[src/rtl/core/dbmm_pkg.sv]
`default_nettype none
package dbmm_pkg;

	// model input size and mosaic geometry
	localparam int MODEL_WIDTH    = 320;
	localparam int MODEL_HEIGHT   = 320;
	localparam int STREAMS        = 16;
	localparam int MAX_DETECTIONS = 64;
	localparam int MAX_BOXES      = 32;

	localparam int TILE_W   = 480;
	localparam int TILE_H   = 270;
	localparam int IMAGE_W  = 360;
	localparam int PAD_LEFT = 60;
	localparam int COL_W    = 2;   // four tile columns
	localparam int ROW_W    = 2;   // up to four tile rows

	localparam int MODEL_MAX = (MODEL_WIDTH > MODEL_HEIGHT) ? MODEL_WIDTH : MODEL_HEIGHT;

	// field widths
	localparam int FRAME_W = 32;
	localparam int BYTE_W  = 8;
	localparam int SRC_W   = 16;
	localparam int SCORE_W = 16;
	localparam int MAP_W   = 11;
	localparam int STAT_W  = 2;

	localparam int IN_DATA_W  = 144;
	localparam int OUT_DATA_W = 120;
	localparam int OUT_USER_W = 3;

	// clamped corner, scaled numerator and quotient widths
	localparam int C_W   = $clog2(MODEL_MAX + 1);
	localparam int NUM_W = $clog2(MODEL_MAX * IMAGE_W + MODEL_MAX);
	localparam int Q_W   = $clog2(IMAGE_W + 1);

	// reciprocal constants for the divide by model size
	localparam int RCP_SHIFT = NUM_W + 2;
	localparam int RCP_W     = RCP_SHIFT + 1;
	localparam int RCP_X     = (1 << RCP_SHIFT) / MODEL_WIDTH;
	localparam int RCP_Y     = (1 << RCP_SHIFT) / MODEL_HEIGHT;

	// result status codes
	localparam logic [STAT_W-1:0] STATUS_OK         = 2'd0;
	localparam logic [STAT_W-1:0] STATUS_BAD_STREAM = 2'd1;
	localparam logic [STAT_W-1:0] STATUS_BAD_COUNT  = 2'd2;

	typedef logic [NUM_W-1:0] num_t;
	typedef logic [Q_W-1:0]   quo_t;

	typedef struct packed {
		num_t x_min;
		num_t y_min;
		num_t x_max;
		num_t y_max;
	} num4_t;

	typedef struct packed {
		quo_t x_min;
		quo_t y_min;
		quo_t x_max;
		quo_t y_max;
	} quo4_t;

	// per-beat header and pass-through fields carried down the pipe
	typedef struct packed {
		logic [STAT_W-1:0]  status;
		logic [FRAME_W-1:0] frame;
		logic [BYTE_W-1:0]  stream;
		logic [BYTE_W-1:0]  kept;
		logic               box;
		logic               last;
		logic [MAP_W-1:0]   x_org;
		logic [MAP_W-1:0]   y_org;
		logic [SCORE_W-1:0] score;
		logic [BYTE_W-1:0]  cls;
	} meta_t;

	// clamp a signed corner to 0..limit
	function automatic logic [C_W-1:0] clamp_corner(logic signed [SRC_W-1:0] v, int limit);
		logic [C_W-1:0] r;
		if (v <= 0) begin
			r = '0;
		end else if (v >= limit) begin
			r = C_W'(limit);
		end else begin
			r = v[C_W-1:0];
		end
		return r;
	endfunction

endpackage
`default_nettype wire

[src/rtl/core/detection_box_mosaic_mapper_top.sv]
`default_nettype none
// maps detector boxes of up to 16 camera streams into a 4-column
// mosaic of 480x270 tiles (60-pixel left pad, 360x270 image per tile).
// one beat in is one box; it yields at most one beat out. the pipe takes
// a beat every cycle while the output side is not stalled and has three
// register stages: stage 1 decodes the header, clamps the corners and
// forms the scaled numerators, stage 2 holds the reciprocal products
// that divide by the model size, stage 3 corrects the quotients, adds
// the tile origin and is the output register. a stall on the output
// backs up through the stages without losing or repeating a beat. boxes
// past the kept count, and the non-first beats of a result with a bad
// stream or an excess count, are dropped at stage 1 and make no output
// beat. a result with count zero gives one header-only beat (tlast set,
// no box); an error result gives one beat with the status in tuser and
// tlast set.
module detection_box_mosaic_mapper_top (
	input  wire logic                              clk,
	input  wire logic                              arst_n,
	input  wire logic                              s_axis_tvalid,
	output logic                                   s_axis_tready,
	// in_frame, in_stream, det_count, det_index, src_x_min, src_y_min,
	// src_x_max, src_y_max, src_score, src_class
	input  wire logic [dbmm_pkg::IN_DATA_W-1:0]    s_axis_tdata,
	output logic                                   m_axis_tvalid,
	input  wire logic                              m_axis_tready,
	// out_frame, out_stream, kept_count, map_x_min, map_y_min, map_x_max,
	// map_y_max, out_score, out_class, zero pad
	output logic [dbmm_pkg::OUT_DATA_W-1:0]        m_axis_tdata,
	// status, box_valid
	output logic [dbmm_pkg::OUT_USER_W-1:0]        m_axis_tuser,
	// last_box
	output logic                                   m_axis_tlast
);
	import dbmm_pkg::*;

	// input field unpacking
	logic [FRAME_W-1:0]      in_frame;
	logic [BYTE_W-1:0]       in_stream;
	logic [BYTE_W-1:0]       det_count;
	logic [BYTE_W-1:0]       det_index;
	logic signed [SRC_W-1:0] src_x_min;
	logic signed [SRC_W-1:0] src_y_min;
	logic signed [SRC_W-1:0] src_x_max;
	logic signed [SRC_W-1:0] src_y_max;
	logic [SCORE_W-1:0]      src_score;
	logic [BYTE_W-1:0]       src_class;

	assign in_frame  = s_axis_tdata[31:0];
	assign in_stream = s_axis_tdata[39:32];
	assign det_count = s_axis_tdata[47:40];
	assign det_index = s_axis_tdata[55:48];
	assign src_x_min = s_axis_tdata[71:56];
	assign src_y_min = s_axis_tdata[87:72];
	assign src_x_max = s_axis_tdata[103:88];
	assign src_y_max = s_axis_tdata[119:104];
	assign src_score = s_axis_tdata[135:120];
	assign src_class = s_axis_tdata[143:136];

	// pipe control: a stage moves when it is empty or the next one moves
	logic v_s1, v_s2, v_s3;
	logic rdy1, rdy2, rdy3;

	assign rdy3          = !v_s3 || m_axis_tready;
	assign rdy2          = !v_s2 || rdy3;
	assign rdy1          = !v_s1 || rdy2;
	assign s_axis_tready = rdy1;

	// header decode
	logic              bad_stream;
	logic              bad_count;
	logic [STAT_W-1:0] status_d;
	logic [BYTE_W-1:0] kept_d;
	logic              empty_d;
	logic              emit_d;
	logic              last_d;
	logic              box_d;
	meta_t             meta_d;

	always_comb begin
		bad_stream = in_stream >= BYTE_W'(STREAMS);
		bad_count  = det_count > BYTE_W'(MAX_DETECTIONS);
		if (bad_stream) begin
			status_d = STATUS_BAD_STREAM;
		end else if (bad_count) begin
			status_d = STATUS_BAD_COUNT;
		end else begin
			status_d = STATUS_OK;
		end
		kept_d  = (det_count < BYTE_W'(MAX_BOXES)) ? det_count : BYTE_W'(MAX_BOXES);
		empty_d = det_count == '0;

		if (status_d != STATUS_OK) begin
			// error is reported once, on the first box of the result
			emit_d = det_index == '0;
			last_d = 1'b1;
			box_d  = 1'b0;
		end else if (empty_d) begin
			// header-only result
			emit_d = 1'b1;
			last_d = 1'b1;
			box_d  = 1'b0;
		end else begin
			emit_d = det_index < kept_d;
			last_d = ({1'b0, det_index} + (BYTE_W+1)'(1)) == {1'b0, kept_d};
			box_d  = 1'b1;
		end

		meta_d.status = status_d;
		meta_d.frame  = in_frame;
		meta_d.stream = in_stream;
		meta_d.kept   = (status_d != STATUS_OK) ? '0 : kept_d;
		meta_d.box    = box_d;
		meta_d.last   = last_d;
		// tile origin: column from the low bits, row from the next ones
		meta_d.x_org  = MAP_W'(MAP_W'(in_stream[COL_W-1:0]) * MAP_W'(TILE_W))
			+ MAP_W'(PAD_LEFT);
		meta_d.y_org  = MAP_W'(MAP_W'(in_stream[COL_W +: ROW_W]) * MAP_W'(TILE_H));
		// score and class only travel with a mapped box
		meta_d.score  = box_d ? src_score : '0;
		meta_d.cls    = box_d ? src_class : '0;
	end

	// clamped corners scaled to the tile image, min floors and max ceils
	logic [C_W-1:0] cx_min, cy_min, cx_max, cy_max;
	num4_t          num_d;

	always_comb begin
		cx_min = clamp_corner(src_x_min, MODEL_WIDTH);
		cy_min = clamp_corner(src_y_min, MODEL_HEIGHT);
		cx_max = clamp_corner(src_x_max, MODEL_WIDTH);
		cy_max = clamp_corner(src_y_max, MODEL_HEIGHT);
		num_d.x_min = NUM_W'(NUM_W'(cx_min) * NUM_W'(IMAGE_W));
		num_d.y_min = NUM_W'(NUM_W'(cy_min) * NUM_W'(TILE_H));
		num_d.x_max = NUM_W'(NUM_W'(cx_max) * NUM_W'(IMAGE_W)) + NUM_W'(MODEL_WIDTH - 1);
		num_d.y_max = NUM_W'(NUM_W'(cy_max) * NUM_W'(TILE_H)) + NUM_W'(MODEL_HEIGHT - 1);
	end

	// stage 1
	meta_t meta_s1;
	num4_t num_s1;

	always_ff @(posedge clk or negedge arst_n) begin
		if (!arst_n) begin
			v_s1 <= 1'b0;
		end else if (rdy1) begin
			v_s1 <= s_axis_tvalid && emit_d;
		end
	end

	always_ff @(posedge clk) begin
		if (rdy1) begin
			meta_s1 <= meta_d;
			num_s1  <= num_d;
		end
	end

	// stage 2: reciprocal products live inside the scaler
	meta_t meta_s2;
	quo4_t quo;

	dbmm_scale u_scale (
		.clk (clk),
		.en  (rdy2),
		.num (num_s1),
		.quo (quo)
	);

	always_ff @(posedge clk or negedge arst_n) begin
		if (!arst_n) begin
			v_s2 <= 1'b0;
		end else if (rdy2) begin
			v_s2 <= v_s1;
		end
	end

	always_ff @(posedge clk) begin
		if (rdy2) begin
			meta_s2 <= meta_s1;
		end
	end

	// stage 3: output register
	logic [MAP_W-1:0] mx_min_s3, my_min_s3, mx_max_s3, my_max_s3;
	meta_t            meta_s3;

	always_ff @(posedge clk or negedge arst_n) begin
		if (!arst_n) begin
			v_s3 <= 1'b0;
		end else if (rdy3) begin
			v_s3 <= v_s2;
		end
	end

	always_ff @(posedge clk) begin
		if (rdy3) begin
			meta_s3 <= meta_s2;
			if (meta_s2.box) begin
				mx_min_s3 <= meta_s2.x_org + MAP_W'(quo.x_min);
				my_min_s3 <= meta_s2.y_org + MAP_W'(quo.y_min);
				mx_max_s3 <= meta_s2.x_org + MAP_W'(quo.x_max);
				my_max_s3 <= meta_s2.y_org + MAP_W'(quo.y_max);
			end else begin
				mx_min_s3 <= '0;
				my_min_s3 <= '0;
				mx_max_s3 <= '0;
				my_max_s3 <= '0;
			end
		end
	end

	assign m_axis_tvalid = v_s3;
	assign m_axis_tlast  = meta_s3.last;
	assign m_axis_tuser  = {meta_s3.box, meta_s3.status};
	assign m_axis_tdata  = {4'b0, meta_s3.cls, meta_s3.score,
		my_max_s3, mx_max_s3, my_min_s3, mx_min_s3,
		meta_s3.kept, meta_s3.stream, meta_s3.frame};

	// a mapped box only comes with an ok status
	a_box_ok: assert property (@(posedge clk) disable iff (!arst_n)
		m_axis_tvalid && m_axis_tuser[2] |-> m_axis_tuser[1:0] == STATUS_OK)
		else $error("mapped box with error status");

	// a beat without a box always closes its result
	a_hdr_last: assert property (@(posedge clk) disable iff (!arst_n)
		m_axis_tvalid && !m_axis_tuser[2] |-> m_axis_tlast)
		else $error("header or error beat without tlast");

	// mapped left edge never falls into the pad
	a_pad: assert property (@(posedge clk) disable iff (!arst_n)
		m_axis_tvalid && m_axis_tuser[2] |-> mx_min_s3 >= MAP_W'(PAD_LEFT))
		else $error("mapped box left of the tile image");

	// kept count stays within the per-stream limit
	a_kept: assert property (@(posedge clk) disable iff (!arst_n)
		v_s2 |-> meta_s2.kept <= BYTE_W'(MAX_BOXES))
		else $error("kept count above box limit");

endmodule
`default_nettype wire

[src/rtl/core/dbmm_scale.sv]
`default_nettype none
module dbmm_scale (
	input  wire logic          clk,
	input  wire logic          en,
	input  wire dbmm_pkg::num4_t num,
	output dbmm_pkg::quo4_t    quo
);
	import dbmm_pkg::*;

	// estimated quotients, registered after the reciprocal multiply
	num4_t num_s2;
	quo4_t est_s2;
	quo4_t est_d;

	logic [NUM_W+RCP_W-1:0] px_min, py_min, px_max, py_max;

	assign px_min = (NUM_W+RCP_W)'(num.x_min) * (NUM_W+RCP_W)'(RCP_X);
	assign py_min = (NUM_W+RCP_W)'(num.y_min) * (NUM_W+RCP_W)'(RCP_Y);
	assign px_max = (NUM_W+RCP_W)'(num.x_max) * (NUM_W+RCP_W)'(RCP_X);
	assign py_max = (NUM_W+RCP_W)'(num.y_max) * (NUM_W+RCP_W)'(RCP_Y);

	always_comb begin
		est_d.x_min = px_min[RCP_SHIFT +: Q_W];
		est_d.y_min = py_min[RCP_SHIFT +: Q_W];
		est_d.x_max = px_max[RCP_SHIFT +: Q_W];
		est_d.y_max = py_max[RCP_SHIFT +: Q_W];
	end

	always_ff @(posedge clk) begin
		if (en) begin
			num_s2 <= num;
			est_s2 <= est_d;
		end
	end

	// estimate is exact or one low: fix with one remainder compare
	function automatic quo_t fix_quo(num_t n, quo_t q, int d);
		num_t qd;
		num_t r;
		quo_t res;
		qd = NUM_W'(NUM_W'(q) * NUM_W'(d));
		r  = n - qd;
		if (r >= NUM_W'(d)) begin
			res = q + Q_W'(1);
		end else begin
			res = q;
		end
		return res;
	endfunction

	always_comb begin
		quo.x_min = fix_quo(num_s2.x_min, est_s2.x_min, MODEL_WIDTH);
		quo.y_min = fix_quo(num_s2.y_min, est_s2.y_min, MODEL_HEIGHT);
		quo.x_max = fix_quo(num_s2.x_max, est_s2.x_max, MODEL_WIDTH);
		quo.y_max = fix_quo(num_s2.y_max, est_s2.y_max, MODEL_HEIGHT);
	end

endmodule
`default_nettype wire
[config.mk]
export PLATFORM = sky130hd
export DESIGN_NAME = detection_box_mosaic_mapper_top
export DESIGN_NICKNAME = d
export VERILOG_FILES = /design/src/rtl/core/dbmm_pkg.sv /design/src/rtl/core/detection_box_mosaic_mapper_top.sv /design/src/rtl/core/dbmm_scale.sv
export SDC_FILE = /design/constraint.sdc
export NUM_CORES = 2
export LEC_CHECK = 0
export BUFFER_PORTS_ARGS = -buffer_cell sky130_fd_sc_hd__buf_4
export CORE_UTILIZATION = 56
export CTS_CLUSTER_DIAMETER = 50
export CTS_CLUSTER_SIZE = 16
export DETAILED_ROUTE_END_ITERATION = 6
export PLACE_DENSITY = 0.82
export SYNTH_ARGS = -nofsm -noshare
export SYNTH_HDL_FRONTEND = slang
export SYNTH_SLANG_ARGS = --single-unit
[constraint.sdc]
create_clock -name clk -period 6.51 [get_ports clk]
set_input_delay 0.3255 -clock clk [delete_from_list [all_inputs] [get_ports clk]]
set_output_delay 0.3255 -clock clk [all_outputs]
set_load 0.005 [all_outputs]
* After elaboration in Yosys (flattened, before gate mapping)
Index checks and enable logic that the tools add are counted.
W data, S select, Z words.
** Operators by class
- Add/subtract/negate cells :: 16
- $mul :: 14
- Magnitude comparators :: 16
- Equal/unequal tests :: 1
- Multiplexer cells :: 19
- Reductions and logical operators :: 11
** Operators by type and width (count)
- $mux W9 :: 12
- $ge A17 B9 Y1 const B :: 4
- $sub A17 B17 Y17 :: 4
- $ge A16 B10 Y1 const B :: 4
- $le A16 B1 Y1 const B :: 4
- $mul A17 B10 Y27 const B :: 2
- $add A11 B9 Y11 :: 4
- $mul A9 B3 Y11 const B :: 4
- $add A9 B1 Y9 const B :: 4
- $add A17 B9 Y17 const B :: 2
- $mul A9 B8 Y16 const B :: 2
- $mul A9 B6 Y14 const B :: 2
- $mul A16 B10 Y26 const B :: 1
- $mul A14 B10 Y24 const B :: 1
- $logic_not A8 Y1 :: 2
- $add A11 B6 Y11 const B :: 1
- $mul A2 B8 Y10 const B :: 1
- $add A8 B1 Y9 const B :: 1
- $eq A9 B8 Y1 :: 1
- $ge A8 B5 Y1 const B :: 1
- $gt A8 B7 Y1 const B :: 1
- $lt A8 B6 Y1 const B :: 1
- $lt A8 B8 Y1 :: 1
- $mux W8 :: 1
- 8 further kinds :: 16
** Storage, ports and cells
- Register bits :: 481
- Input bits :: 148
- Output and inout bits :: 126

* Longest topological paths before layout
- Depth in word-level cells :: 6
- Depth in mapped cells :: 29
- Depth with buffers taken out :: 29

* By module
From an unflattened synthesis, not the netlist that was laid out.
** Unflattened totals
- Cells, all modules :: 3037
- Area, all modules :: 35103.7 um2
** Modules (own cells, without submodules)
- dbmm_scale :: instances 1, cells each 1751, area an instance 17629.4 um2, sequential area each 2402.3 um2
- detection_box_mosaic_mapper_top :: instances 1, cells each 1286, area an instance 17474.3 um2, sequential area each 10585.2 um2

* Least setup slack after synthesis
Ideal clock, no wire load.
- Path type :: input to register
- Start :: input port m_axis_tready
- End :: register v_s1
- Setup time :: 0.332 ns
- Arrival time :: 6.998 ns
- Path slack :: -0.820 ns
- Stages on the path :: 4
- Cell sequence :: nand2b_1 -> nor2_1 -> nand2_1 -> o21ai_0
** On the way
- Cells in the longest elaborated chain, start to end :: 3
** Ends and longest elaborated chain
- start: declaration :: line detection_box_mosaic_mapper_top.sv:25 : input wire logic m_axis_tready,
- $logic_or A1 B1 Y1 :: line detection_box_mosaic_mapper_top.sv:63 : assign rdy3 = !v_s3 || m_axis_tready;
- $logic_or A1 B1 Y1 :: line detection_box_mosaic_mapper_top.sv:64 : assign rdy2 = !v_s2 || rdy3;
- $logic_or A1 B1 Y1 :: line detection_box_mosaic_mapper_top.sv:65 : assign rdy1 = !v_s1 || rdy2;
- net s_axis_tready :: line detection_box_mosaic_mapper_top.sv:20 : output logic s_axis_tready,
- end signal: assignment :: line detection_box_mosaic_mapper_top.sv:146 : v_s1 <= s_axis_tvalid && emit_d;
- end: declaration :: line detection_box_mosaic_mapper_top.sv:60 : logic v_s1, v_s2, v_s3;
The timed path passes the listed nets, and every way through them passes these cells.
A chain may end at the register's enable or synchronous reset.

* Worst setup path after layout
- Start :: register u_scale.est_s2[12] (netlist bit)
- End :: register mx_max_s3[10], data pin
** On the way
- Cells in the longest elaborated chain, start to end :: 5
** Ends and longest elaborated chain
- start: declaration :: line dbmm_scale.sv:12 : quo4_t est_s2;
- start signal: assignment :: line dbmm_scale.sv:32 : est_s2 <= est_d;
- $mul A9 B3 Y11 :: line dbmm_scale.sv:41 : qd = NUM_W'(NUM_W'(q) * NUM_W'(d));
- $sub A17 B17 Y17 :: line dbmm_scale.sv:42 : r = n - qd;
- $ge A17 B9 Y1 :: line dbmm_scale.sv:43 : if (r >= NUM_W'(d)) begin
- $mux W9 * :: line dbmm_scale.sv:43
- $add A11 B9 Y11 * :: line detection_box_mosaic_mapper_top.sv:200 : mx_max_s3 <= meta_s2.x_org + MAP_W'(quo.x_max);
- end signal: assignment :: line detection_box_mosaic_mapper_top.sv:200
- end: declaration :: line detection_box_mosaic_mapper_top.sv:183 : logic [MAP_W-1:0] mx_min_s3, my_min_s3, mx_max_s3, my_max_s3;
Mark *: on every way between the ends. The rest lies on a longest branch, timed or not.

==> results_dict.tcl <==
set metrics [dict create \
    clk_pin_slew_worst_paths_ns 0.07 \
    synth_top_cells_by_count "583 x ha_1, 528 x inv_1, 430 x edfxtp_1" \
    wl_um 66200 \
    first_global_vias 23100 \
    antenna_found_initial 2 \
    hp-class "input port to asynchronous set/reset pin" \
    fin_skew_ns 0.0302 \
    viasPerCell 5.33 \
    ys_types 86 \
    die_h_um 249 \
    seq_area_mm2 0.0130 \
    synth.yosys.seq_area_share_pct 38.1 \
    critical-path-top-delay-family "adder cells" \
    worstPathMaxFanout 8 \
    cts-buffers-inserted 47 \
    yosysMostFrequentCell "ha_1" \
    rsz0062_at_grt "no" \
    die_w_um 249 \
    fin_tns_setup_ns 0 \
    core_area_mm2 0.0602 \
    clock_path_buffers 3 \
    dp_hpwl_um 51400 \
    synthArstFlopShare_pct 0.693 \
    cp_num_buf_inv 2 \
    firstDrtPassIters 7 \
    gr-total-overflow 0 \
    syn_to_final_growth_pct 15.3 \
    grt.total_usage_pct 21.9 \
    layout-drive-gt1-share_pct 11.9 \
    via_count 22000 \
    fillers 4424 \
    synth_top_area_share_pct 37.9 \
    cts_tree "yes" \
    clock_latency_ns 0.61 \
    crit_arrival_ns 6.51 \
    slew_headroom_pct 24.3 \
    port_buffers 269 \
    synth_top_family_by_area "adder cells" \
    cp-start-kind "flop" \
    muxShareOfSynthArea_pct 0.514 \
    synth_xor_area_share_pct 5.20 \
    root_buffer "clkbuf_16" \
    synthSimpleGateAreaFrac_pct 7.97 \
    setup_ws_ns 0.454 \
    max_slew.worst_pin.slew_ns 1.13 \
    violations "DRC" \
    io_pins 274 \
    fin_crit_sh_pct 93.0 \
    critPathKind "flop to flop" \
    dp_slack_ns 0.367 \
    yosys.area.top_type "edfxtp_1" \
    syn_area_per_cell_um2 11.6 \
    powerDensity_mw_per_mm2 378 \
    critical-path-slowest-cell "or4_1" \
    grt_pass1_wl_um 110000 \
    slew_viol_final 0 \
    initial_core_util_pct 56.6 \
    drt-initial-drc-count 940 \
    p_leak_uw 0.0194 \
    syn_inst 2927 \
    status "complete, but fails checks" \
    period_needed_ns 6.06 \
    synth_compound_area_share_pct 7.44 \
    syn_area_mm2 0.0341 \
    cts_num_sinks 433 \
    fin_nets 4261 \
    grt_max_degree 116 \
    drc 1 \
    max_stage_delay_ns 0.52 \
    synth-edff-count 430 \
    synth-adder-area-share_pct 34.5 \
    row_count 90 \
    routedWlPerCell_um 16.1 \
    cp_common_cell "ha_1" \
    cp.required_ns 6.96 \
    h-tree-depth 2 \
    fmax_mhz 165 \
    synth-main-ff-cell "edfxtp_1" \
    multiInputGateArea_mm2 0.0190 \
    dieArea_mm2 0.0618 \
    peakVddDrop_mv 0.325 \
    gp_congestion 0.890 \
    setup_viol 0 \
    max_cap_viol_count 0 \
    yosys_register_bits 433 \
    postRouteAntennaNets 0 \
    end_kind "flop" \
    yosys_warnings 0 \
    yosys-top-cells-area "edfxtp_1 38%, ha_1 21%, fa_1 13%, inv_1 5.8%, xnor2_1 3.4%" \
    finalHoldViolCount 0 \
]
-- what timing repair did --
| item | in CTS | in global routing |
|---|---|---|
| resized for setup | 0 | 2 |
| hold buffers | 65 | 0 |
| buffers inserted | 0 | 5 |
| hold endpoints to repair | 67 | 0 |
| setup endpoints to repair | 0 | 2 |
-- path summary, 6_finish.rpt --
path,start,endpoint,slack (ns),cells past startpoint
worst max-delay path,u_scale.est_s2[12],mx_max_s3[10],0.45,29
worst min-delay path,arst_n,v_s2,0.04,2
worst max register to register,u_scale.est_s2[12],mx_max_s3[10],0.45,29
worst min register to register,meta_s1[56],meta_s2[56],0.39,0
max in group asynchronous,arst_n,v_s1,6.36,2
min in group clk,s_axis_tvalid,v_s1,0.08,3
-- metal layers --
metal,up-vias,track usage (%),part of all wire [%]
met5,-,0,0.020
li1,10900,-,-
met4,2,7.56,3.4
met2,462,40.5,51
met1,10500,25.9,41
met3,144,3.08,3.9
-- sequential cells by signal, indices dropped and copies added, names as in the netlist, 11 cells and up --
register	flops
num_s1	60
m_axis_tdata	72
mx_max_s3	11
u_scale.est_s2	36
meta_s2	85
meta_s1	85
my_max_s3	11
mx_min_s3	11
my_min_s3	11
u_scale.num_s2	44
-- final cells by class --
type,instances,area share [%]
well taps,782,2.49
clock buffers,50,3.02
flip-flops and latches,433,33.1
inverters,529,5.07
multi-input cells,1950,48.4
clock inverters,31,0.955
repair buffers,346,7.02
diodes,1,0.00637
-- where the power goes --
part           switching [uW]  internal, uW  total, uW  leakage (uW)
clock                    1200          1460       2660      0.000742
combinational            4710          3830       8550        0.0138
sequential                262          3400       3660       0.00487
-- cells in the final DEF (no fill, tap or decap), types with 67 or more instances in the layout --
master / count
a21oi_1: 127
xnor2_1: 131
inv_1: 527
fa_1: 223
ha_1: 583
nand2_1: 97
o21ai_0: 74
buf_4: 281
edfxtp_1: 430
xor2_1: 67
nor2_1: 128
-- cells by family (layout without fill, tap and decap cells) --
family	count (synthesis)	after routing
AOI/OAI and AO/OA	390	390
adders and majority gates	806	806
buffers and inverters	550	956
DFF	433	433
and+or+nand+nor	529	529
xor gates and xnor gates	200	200
muxes	17	17
other	2	9
-- stage by stage --
step / cells / util [%] / power (uW) / hold WS, ns / cell area, um^2
after CTS: 4116 / 65.1 / 14900 / 0.0287 / 39200
after global placement: 3970 / 61.5 / 11900 / 0.117 / 37000
final: 4122 / 65.2 / 14900 / 0.0369 / 39300
after floorplan: 2933 / - / 10300 / 0.0299 / 34100
after global routing: 4122 / 65.2 / 16100 / 0.0321 / 39300
after detailed placement: 3970 / 61.5 / 12100 / 0.122 / 37000
Note: power is estimated with default switching activity, not from simulation.
